File: config.mk
export PLATFORM = sky130hd
export DESIGN_NAME = cmtp_fifo
export DESIGN_NICKNAME = d
export VERILOG_FILES = /design/src/rtl/cmtp_pkg.sv /design/src/rtl/cmtp_fifo.sv
export SDC_FILE = /design/constraint.sdc
export NUM_CORES = 1
export LEC_CHECK = 0
export BUFFER_PORTS_ARGS = -buffer_cell sky130_fd_sc_hd__buf_2
export CORE_MARGIN = 4
export CORE_UTILIZATION = 55
export CTS_CLUSTER_SIZE = 25
export DETAILED_ROUTE_END_ITERATION = 7
export PLACE_DENSITY = 0.83
export SYNTH_ARGS = -nofsm -noshare
export SYNTH_HDL_FRONTEND = slang
export SYNTH_SLANG_ARGS = --single-unit
File: constraint.sdc
create_clock -name clk -period 12.97 [get_ports clk]
set_clock_uncertainty 0.1 [all_clocks]
set_input_delay 1.297 -clock clk [delete_from_list [all_inputs] [get_ports clk]]
set_output_delay 1.297 -clock clk [all_outputs]
set_load 0.02 [all_outputs]
File: src/rtl/cmtp_pkg.sv
// Shared types and constants of the cubic move time planner.
`default_nettype none
package cmtp_pkg;

	localparam int PERIOD_RST = 1311;

	typedef struct packed {
		logic empty;
		logic full;
	} cmtp_fifo_stat_t;

	typedef struct packed {
		logic busy;
		logic done;
	} cmtp_mul_stat_t;

endpackage
`default_nettype wire

File: src/rtl/cmtp_fifo.sv
// Two-entry queue between front and back end.
`default_nettype none
module cmtp_fifo #(
	parameter int EW = 163
) (
	input  logic                      clk,
	input  logic                      arst_n,
	input  logic                      push,
	input  logic [EW-1:0]             wdata,
	input  logic                      pop,
	output logic [EW-1:0]             rdata,
	output cmtp_pkg::cmtp_fifo_stat_t fstat
);

	localparam int DEPTH = 2;
	localparam int PW    = $clog2(DEPTH);
	localparam int CW    = $clog2(DEPTH+1);

	logic [EW-1:0] mem_q [DEPTH];
	logic [PW-1:0] wr_q;
	logic [PW-1:0] rd_q;
	logic [CW-1:0] cnt_q;

	assign fstat.empty = (cnt_q == '0);
	assign fstat.full  = (cnt_q == CW'(DEPTH));
	assign rdata       = mem_q[rd_q];

	always_ff @(posedge clk) begin
		if (push) begin
			mem_q[wr_q] <= wdata;
		end
	end

	always_ff @(posedge clk or negedge arst_n) begin
		if (!arst_n) begin
			wr_q  <= '0;
			rd_q  <= '0;
			cnt_q <= '0;
		end else begin
			if (push) begin
				wr_q <= wr_q + PW'(1);
			end
			if (pop) begin
				rd_q <= rd_q + PW'(1);
			end
			if (push && !pop) begin
				cnt_q <= cnt_q + CW'(1);
			end else if (pop && !push) begin
				cnt_q <= cnt_q - CW'(1);
			end
		end
	end

endmodule
`default_nettype wire

==> summary.txt <==
Run status
  • Status: complete, no violations

Route
  • Drt wl/cell: 21.4 um
  • Drt pass-1 iters: 6
  • Via count: a little over 6000
  • DRC errors left: 0
  • Final wirelength: ~25 mm
  • Via density: ~5.2
  • Post-route ant nets: 0
  • Initial DRC Count: 319

Min path
  • Hold EP: cnt_q[1]$_DFFE_PN0P_
  • HP Class: reg2reg
  • Critical hold path startpoint: cnt_q[1]$_DFFE_PN0P_
  • Hold path depth: 1

Worst setup path
  • Worst Path Max Fanout: 70
  • Worst r2r path cells: 2
  • Worst r2r src: wr_q$_DFFE_PN0P_
  • Internal reg-to-reg setup slack: just over 10 ns
  • Buf/Inv on CP: 2
  • Critical Path AT: between 2 and 3 ns
  • Cell family with most CP delay: buffers and inverters
  • Worst path max stage delay: 0.78 ns
  • CP Class: reg2out
  • CP startpoint kind: flip-flop
  • Crit end category: output pin
  • Slowest cell on crit path: buf_4
  • FF-to-FF End: mem_q[0][24]$_DFFE_PP_
  • CP cell instances: buf_4, mux2_2, buf_2
  • CP required: 11.57 ns

Clock tree
  • # hold bufs at CTS: 0
  • CTS buffer count: 35
  • Clk slew on worst S/H paths: 0.05 ns
  • Root buf cell: clkbuf_16
  • Setup bufs post-CTS: 0
  • Clock Sink Count: between 300 and 400
  • H-tree depth: 2
  • Worst skew pair latency: approximately 0.48 ns
  • Post-cts gate resize count: 0
  • CTS tree: built
  • CTS Buffer Depth: 3

Logic synthesis
  • Synth Register Bits: 330
  • Synth Cell Area: 12000 um2
  • Synth Area per Inst: 23.0 um2
  • Synth area leaders: edfxtp_1 (81%), mux2_2 (15%), clkbuf_8 (1.4%)
  • Leading area contributor after synthesis: edfxtp_1
  • Syn nets: between 600 and 700
  • YS warnings: 0
  • Register area share after synthesis: between 80 and 90%
  • Synth top area share: about four fifths
  • Count of cell types in the netlist: 12
  • Synthesized netlist cell count: 523

Floorplan
  • Die W: ~160 um
  • Die Span Y: 156 um
  • Core box area: 21300 um2
  • Starting density of the core: a little under three fifths
  • Die area: around 24000 um2
  • Cell Rows: 53
  • Ports: between 300 and 400

Layout
  • FILL cells: around 1300
  • Layout cells sized above 1: 61.4%
  • Final net count: between 1000 and 1500
  • P&R area growth vs syn: 24.8%

STA
  • Achievable frequency: between 200 and 300 MHz
  • Setup TNS: 0 ns
  • Time the worst path needs with I/O delays and setup: ~4.0 ns
  • Tcrit/Tclk final: a little under a third
  • RSZ-0062 raised after global routing: no
  • Worst Tran Pin Value: 1.15 ns
  • Slew Limit Fails: 0
  • Final setup viols: 0
  • Max-slew headroom: 23.3%
  • Hold WS: a little under 0.4 ns
  • Endpoints failing hold: 0
  • Final worst setup slack: between 8 and 9 ns

Power and ir drop
  • Cell leakage power: about 0.0057 uW
  • PwrDens: roughly 240 nW/um2
  • VDD IR-drop max: roughly 0.18 mV

Run
  • Max-Cap Viols: 0

Placement
  • Placement Setup Slack: between 9 and 10 ns
  • DP HPWL: ~17 mm
  • Placer congestion estimate: between 0.7 and 0.8
  • IO Port Bufs: between 300 and 400

Global routing
  • Initial antenna violation count: 6
  • Global route total overflow: 0
  • Pin count of the biggest net entering global routing: 76
  • Tot GR Track Use: about a fifth
  • Vias in the first global route: approximately 6800
  • Global-route wire length before repair: between 30 and 40 mm
[per-layer routing]
| metal | up-vias | share of wire, % | global-route usage, % |
|---|---|---|---|
| li1 | 2803 | - | - |
| met1 | 3029 | 36 | 23.7 |
| met3 | 52 | 11 | 8.07 |
| met4 | 10 | 2.4 | 6.38 |
| met5 | - | 0.21 | 0 |
| met2 | 292 | 50 | 34.7 |
[synthesized netlist by cell type]
| library cell | instances |
|---|---|
| and2_1 | 1 |
| buf_6 | 6 |
| clkbuf_8 | 12 |
| dfrtp_1 | 4 |
| edfxtp_1 | 326 |
| ha_1 | 1 |
| inv_1 | 1 |
| mux2_2 | 163 |
| nor2_1 | 2 |
| nor2b_1 | 2 |
| xnor2_1 | 1 |
| xor2_1 | 4 |
[worst max-delay path by stage]
stage                                 from                 endpoint  slack (ns)  cells after the start
final                     rd_q$_DFFE_PN0P_                rdata[10]        8.98                      3
after global routing      rd_q$_DFFE_PN0P_                rdata[10]        8.86                      3
after CTS                 rd_q$_DFFE_PN0P_                rdata[10]        8.92                      3
after detailed placement              push   mem_q[0][22]$_DFFE_PP_        9.19                      3
after global placement                push  mem_q[0][133]$_DFFE_PP_        9.22                      3
after floorplan                       push    mem_q[0][0]$_DFFE_PP_        3.82                      1
[cells by family (layout without fill, tap and decap cells)]
logic type	Yosys count	count (layout)	share of synthesized area (%)
fa+ha+maj	1	1	0.104
simple gates	5	5	0.218
other cells	0	1	0
mux	163	163	15.2
buf+inv	19	399	1.96
xor+xnor	5	5	0.364
flops	330	330	82.1
[final cells by class]
type,count,area [um2],area share [%]
timing repair buffer,337,1700,11.3
clock inverter,17,195,1.30
inverter,1,3.75,0.0250
antenna,1,2.50,0.0166
tap,275,344,2.29
multi-input combinational,174,1930,12.8
sequential,330,9890,65.8
clock buffer,44,962,6.40
[sequential cells by signal, indices dropped and copies added (netlist names)]
register and count:
cnt_q 2, rd_q 1, mem_q 326, wr_q 1
[through the flow]
step	instances	utilization, %	area [um2]	power (uW)
after floorplan	523	-	12000	2310
after global placement	1117	65.2	13900	2550
after detailed placement	1117	65.2	13900	2580
after CTS	1178	70.6	15000	3580
after global routing	1179	70.6	15000	3690
final	1179	70.6	15000	3540
[layout by cell type (no fill, tap or decap)]
| cell | instances |
|---|---|
| buf_2 | 331 |
| nor2b_1 | 1 |
| clkinv_4 | 1 |
| bufinv_16 | 4 |
| xnor2_1 | 1 |
| xor2_1 | 4 |
| buf_4 | 6 |
| clkbuf_1 | 6 |
| nor2_1 | 2 |
| diode_2 | 1 |
| inv_1 | 1 |
| clkbuf_8 | 1 |
| clkinv_2 | 4 |
| nor2b_4 | 1 |
| and2_4 | 1 |
| dfrtp_1 | 3 |
| clkinv_1 | 4 |
| clkbuf_16 | 37 |
| inv_6 | 1 |
| clkinvlp_4 | 3 |
| edfxtp_1 | 326 |
| ha_1 | 1 |
| dfrtp_4 | 1 |
| mux2_2 | 163 |
[power breakdown]
part | switching [uW] | internal (uW) | total [uW]
Clock | 380 | 606 | 986
Sequential | 63.5 | 1420 | 1480
Combinational | 663 | 406 | 1070
[worst register-to-register path, cell delays in order, from the launching register on]
cell,delay [ns]
dfrtp_1,0.44
nor2b_4,0.91
buf_4,0.83
Power figures use the tool's default switching activity.
