### config.mk
export PLATFORM = sky130hd
export DESIGN_NAME = cmtp_front
export DESIGN_NICKNAME = d
export VERILOG_FILES = /design/src/rtl/cmtp_pkg.sv /design/src/rtl/cmtp_front.sv
export SDC_FILE = /design/constraint.sdc
export NUM_CORES = 1
export LEC_CHECK = 0
export ABC_AREA = 1
export BUFFER_PORTS_ARGS = -buffer_cell sky130_fd_sc_hd__buf_2
export CAP_MARGIN = 20
export CORE_UTILIZATION = 50
export DETAILED_ROUTE_END_ITERATION = 8
export PLACE_DENSITY_LB_ADDON = 0.1
export SETUP_SLACK_MARGIN = 0.2
export SYNTH_ARGS = -nofsm -noshare
export SYNTH_HDL_FRONTEND = slang
export SYNTH_SLANG_ARGS = --single-unit
export TNS_END_PERCENT = 1
### constraint.sdc
create_clock -name vclk -period 17.3
set_clock_uncertainty 0.05 [all_clocks]
set_input_delay 2.595 -clock vclk [all_inputs]
set_output_delay 2.595 -clock vclk [all_outputs]
set_load 0.02 [all_outputs]
### src/rtl/cmtp_pkg.sv
// Shared types and constants of the cubic move time planner.
`default_nettype none
package cmtp_pkg;

	localparam int PERIOD_RST = 1311;

	typedef struct packed {
		logic empty;
		logic full;
	} cmtp_fifo_stat_t;

	typedef struct packed {
		logic busy;
		logic done;
	} cmtp_mul_stat_t;

endpackage
`default_nettype wire

### src/rtl/cmtp_front.sv
// Front end: input transaction, velocity clamp, displacement and limit check.
`default_nettype none
module cmtp_front #(
	parameter int WB = 32
) (
	input  logic                           in_valid,
	output logic                           in_stall,
	input  logic signed [WB-1:0]           start_position,
	input  logic signed [WB-1:0]           end_position,
	input  logic signed [WB-1:0]           start_velocity,
	input  logic signed [WB-1:0]           end_velocity,
	input  logic signed [WB-1:0]           velocity_limit,
	input  cmtp_pkg::cmtp_fifo_stat_t      fstat,
	output logic                           push,
	output logic [5*WB+2:0]                entry
);

	logic              bad;
	logic              zv;
	logic signed [WB:0] nlim;
	logic signed [WB:0] plim;
	logic signed [WB-1:0] vs_c;
	logic signed [WB-1:0] ve_c;
	logic signed [WB:0] d;

	assign in_stall = fstat.full;
	assign push     = in_valid && !fstat.full;

	assign plim = (WB+1)'(velocity_limit);
	assign nlim = -plim;
	assign bad  = velocity_limit[WB-1] || (velocity_limit == '0);

	always_comb begin
		if ((WB+1)'(start_velocity) > plim) begin
			vs_c = velocity_limit;
		end else if ((WB+1)'(start_velocity) < nlim) begin
			vs_c = nlim[WB-1:0];
		end else begin
			vs_c = start_velocity;
		end
		if ((WB+1)'(end_velocity) > plim) begin
			ve_c = velocity_limit;
		end else if ((WB+1)'(end_velocity) < nlim) begin
			ve_c = nlim[WB-1:0];
		end else begin
			ve_c = end_velocity;
		end
	end

	assign zv = (vs_c == '0) && (ve_c == '0);
	assign d  = (WB+1)'(end_position) - (WB+1)'(start_position);

	assign entry = {bad, zv, end_position, vs_c, ve_c, velocity_limit, d};

endmodule
`default_nettype wire

==> results_dict.tcl, run 1 <==
set metrics [dict create \
    status "complete, no violations" \
    power_mw 0.451 \
    report.final.slew_viol_count 0 \
    busiest_layer "met2" \
    start_util_pct 51.9 \
    syn_area_per_cell_um2 5.69 \
    worstPathRequired_ns 14.66 \
    dpl_worst_slack_ns 6.29 \
    hold_viol_final 0 \
    ys_types 43 \
    core-area_um2 15400 \
    layout-drive-gt1-share_pct 23.2 \
    yosysSeqAreaShare_pct 0 \
    finalWorstSetupSlack_ns 6.24 \
    num_rows 45 \
    cp_max_fo 26 \
    critPathSlowestCell "a211oi_1" \
    nClkBuffers 0 \
    leakage_nw 5.79 \
    worst_setup_path_start_kind "input port" \
    rsz0062_at_grt "false" \
    cts_resized 0 \
    synth_area_leader_cell "ha_1" \
    use_met3_pct 4.74 \
    drv_cap 0 \
    worst_pin_slew_ns 0.846 \
    power_density_nw_per_um2 48.6 \
    layout.area.seq_um2 0 \
    drt-total-wl_um 28300 \
    vias 9701 \
    drtPass1Iterations 8 \
    drc 0 \
    max_clock_freq_ghz 0.0904 \
    synthCells 1403 \
    fp.dieW_um 128 \
    grt_pass1_vias 8525 \
    crit_start "velocity_limit[1]" \
    via_per_inst 5.22 \
    seq_cell_count 0 \
    final_antenna_net_count 0 \
    cp-endpoint "entry[161]" \
    use_met1_pct 40.5 \
    fin_nets 1968 \
    grt_overflow 0 \
    grt_max_degree 40 \
    yosysMostFrequentCell "nand2_1" \
    synth_area_leaders "ha_1, nand2_1, inv_1" \
    io_buffers 327 \
    cp.arrival_ns 8.41 \
    yosysWarnings 0 \
    use_met2_pct 57.8 \
    netlist.area_leader.share_pct 24.8 \
    cts_hold_buffers 0 \
    dieArea_um2 16500 \
    crit_path_end_kind "output pin" \
    finalCritPeriodShare_pct 63.9 \
    routedWlPerCell_um 15.2 \
    drt_iter0_markers 500 \
    crit_type "input port to output pin" \
    postCtsSetupRepairBufs 0 \
    areaGrowthSynthToFinish_pct 16.3 \
    crit_top_cell "nand2_1" \
    max-slew-margin-rel_pct 43.3 \
    period_minus_slack_ns 11.06 \
    slowest_delay_ns 0.67 \
    ios 328 \
    netlist_area_um2 7980 \
    setup-tns-final_ns 0 \
    antenna_found_initial 5 \
    grt_use_total_pct 32.9 \
    gp_congestion 0.936 \
    grt_pass1_wl_um 42800 \
    hold_class "input port to output pin" \
    setup_violations 0 \
    ir_drop_mv 0.0279 \
    synthesis.nets 1725 \
    die_h_um 128 \
    dpl.hpwl_um 23400 \
    synth_common_cells "nand2_1, inv_1, ha_1, nand3_1, a21oi_1" \
    holdPathStages 2 \
]
-- cell usage in the layout (no fill, tap or decap), types with 6 or more instances in the layout --
cell      count
ha_1        158
a31oi_1       7
nand2_2       6
inv_2        17
nand2_1     423
a211oi_1      6
nor4_1        6
nor2_1       84
inv_1       221
a21oi_1     101
nand3_1     114
o21a_1       10
nand4_1      18
o211ai_1      7
xor2_1       41
nor3_1       14
o21ai_0      21
xnor2_1       8
buf_2       327
-- kinds of logic (layout without fill, tap and decap cells) --
group | Yosys count | in the layout | share of synthesized area, %
XOR/XNOR | 50 | 50 | 5.58
AND/OR/NAND/NOR | 694 | 694 | 38.1
adder cells (fa/ha/maj) | 159 | 159 | 25.0
buffers and inverters | 331 | 572 | 19.4
other | 0 | 5 | 0
AO/OA/AOI/OAI | 169 | 169 | 11.9
-- worst min-delay path by stage --
stage	from	endpoint	slack (ns)
6_report	end_position[0]	entry[129]	5.37
3_3_place_gp	fstat[0]	in_stall	5.37
3_5_place_dp	end_position[0]	entry[129]	5.37
5_1_grt	end_position[29]	entry[158]	5.38
4_1_cts	end_position[0]	entry[129]	5.37
2_1_floorplan	fstat[0]	push	5.22
-- per-layer routing --
layer  share of wire (%)  wire length (um)
met5                   0                 0
met4                 4.0              1120
met3                 8.8              2480
met2                  46             13000
met1                  41             11600
-- power breakdown --
| group | switching [mW] | internal [mW] | total, mW |
|---|---|---|---|
| Combinational | 0.305 | 0.146 | 0.451 |
| Sequential | 0 | 0 | 0 |
| Clock | 0 | 0.0000000387 | 0.0000000387 |
-- final cells by class --
cell class / count / area, um^2
fillers: 1667 / 6090
diodes: 5 / 12.5
repair buffers: 332 / 1670
well taps: 211 / 264
inverters: 240 / 901
multi-input cells: 1072 / 6430
-- critical path: cells and delay by family --
kind,cells,cell delay [ns]
adder cells (fa/ha/maj),3,1.07
AO/OA/AOI/OAI,2,0.71
AND/OR/NAND/NOR,20,3.48
buffers and inverters,4,0.54
-- per-stage QoR --
step | util (%) | hold slack [ns] | std cells | cell area, um^2
global placement | 60.3 | 5.37 | 1855 | 9270
detailed placement | 60.3 | 5.37 | 1855 | 9270
CTS | 60.3 | 5.37 | 1855 | 9270
finish | 60.4 | 5.37 | 1860 | 9280
global route | 60.4 | 5.38 | 1860 | 9280
floorplan | - | 5.22 | 1403 | 7980
(Power assumes the default switching activity.)
==> inputs of run 2 (changes only) <==
Settings changed: CORE_UTILIZATION 50 to 47.
Clock period 17.3 ns to 9.55 ns, I/O delays scaled along.
==> results_dict.tcl, run 2 (synthesis results as in run 1) <==
set metrics [dict create \
    hold_class "input port to output pin" \
    via_per_inst 5.14 \
    seq_cell_count 0 \
    drtPass1Iterations 5 \
    ios 328 \
    grt_use_total_pct 31.2 \
    final_antenna_net_count 0 \
    drv_cap 0 \
    fillerInstances 1788 \
    cp_max_fo 21 \
    cp.arrival_ns 7.01 \
    layout-drive-gt1-share_pct 23.3 \
    io_buffers 327 \
    ir_drop_mv 0.0634 \
    cts_resized 0 \
    gp_congestion 0.899 \
    fin_cells 1869 \
    slowest_delay_ns 0.64 \
    start_util_pct 48.1 \
    drt_iter0_markers 549 \
    worst_setup_path_start_kind "input port" \
    crit_top_cell "nand2_1" \
    rsz0062_at_grt "false" \
    num_rows 47 \
    max_clock_freq_ghz 0.118 \
    vias 9615 \
    crit_type "input port to output pin" \
    core-area_um2 16600 \
    grt_pass1_wl_um 44100 \
    routedWlPerCell_um 15.2 \
    max-slew-margin-rel_pct 46.1 \
    hold_viol_final 0 \
    nClkBuffers 0 \
    cts_hold_buffers 0 \
    postCtsSetupRepairBufs 0 \
    worst_pin_slew_ns 0.803 \
    drt-total-wl_um 28300 \
    power_mw 0.818 \
    areaGrowthSynthToFinish_pct 16.5 \
    period_minus_slack_ns 8.50 \
    power_density_nw_per_um2 88.0 \
    dpl_worst_slack_ns 1.11 \
    setup_violations 0 \
    grt_overflow 0 \
    fp.dieW_um 132 \
    crit_path_end_kind "output pin" \
    grt_pass1_vias 8759 \
    report.final.slew_viol_count 0 \
    grt_max_degree 41 \
    setup-tns-final_ns 0 \
    layout_common_cells "nand2_1, buf_2, inv_1" \
    final_common_cell "nand2_1" \
    dp_cells 1865 \
    fin_nets 1969 \
    leakage_nw 5.79 \
    finalWorstSetupSlack_ns 1.05 \
    dpl.hpwl_um 23500 \
    worstPathRequired_ns 8.07 \
    dieArea_um2 17500 \
    finalCritPeriodShare_pct 89.0 \
    critPathSlowestCell "a211oi_1" \
    die_h_um 132 \
    status "complete, no violations" \
    layout.area.seq_um2 0 \
    drc 0 \
    antenna_found_initial 4 \
]
[run 2: changes by cell type in the layout (fill, tap and decap cells not counted), sizes merged]
cell and change:
buf +1, diode -1
[run 2: metrics by stage]
step | utilization, % | hold slack, ns | instance area, um^2
global route | 56.1 | 3.06 | 9300
detailed placement | 56.0 | 3.05 | 9290
floorplan | - | 2.89 | 7980
CTS | 56.0 | 3.05 | 9290
finish | 56.1 | 3.05 | 9300
global placement | 56.0 | 3.05 | 9290
[run 2: worst paths after layout]
| kind | cells after the start | from | to |
|---|---|---|---|
| setup / recovery | 29 | velocity_limit[1] | entry[161] |
| hold / removal | 2 | end_position[28] | entry[157] |
[run 2: where the power goes]
part / switching (mW) / internal, mW / total (mW)
clock network: 0 / 0.0000000561 / 0.0000000561
registers: 0 / 0 / 0
logic: 0.553 / 0.265 / 0.818
total: 0.553 / 0.265 / 0.818
[run 2: layer usage]
| layer | global-route usage, % | wire, um | up-vias | share of wire (%) |
|---|---|---|---|---|
| li1 | - | - | 4947 | - |
| met1 | 41.6 | 12400 | 4194 | 44 |
| met2 | 53.9 | 12900 | 415 | 45 |
| met3 | 1.42 | 2090 | 59 | 7.4 |
| met4 | 9.64 | 947 | 0 | 3.3 |
| met5 | 0 | 0 | - | 0 |
[run 2: critical path: cells and delay by family]
kind / cells / cell delay, ns
AO/OA/AOI/OAI: 2 / 0.69
adder cells (fa/ha/maj): 3 / 1.07
buffers and inverters: 3 / 0.49
AND/OR/NAND/NOR: 21 / 3.33
[run 2: final cells by class]
class / count / area (um^2) / share of cell area, %
multi-input cells: 1072 / 6430 / 69.2
repair buffers: 333 / 1680 / 18.1
inverters: 240 / 901 / 9.69
well taps: 220 / 275 / 2.96
diodes: 4 / 10.0 / 0.108
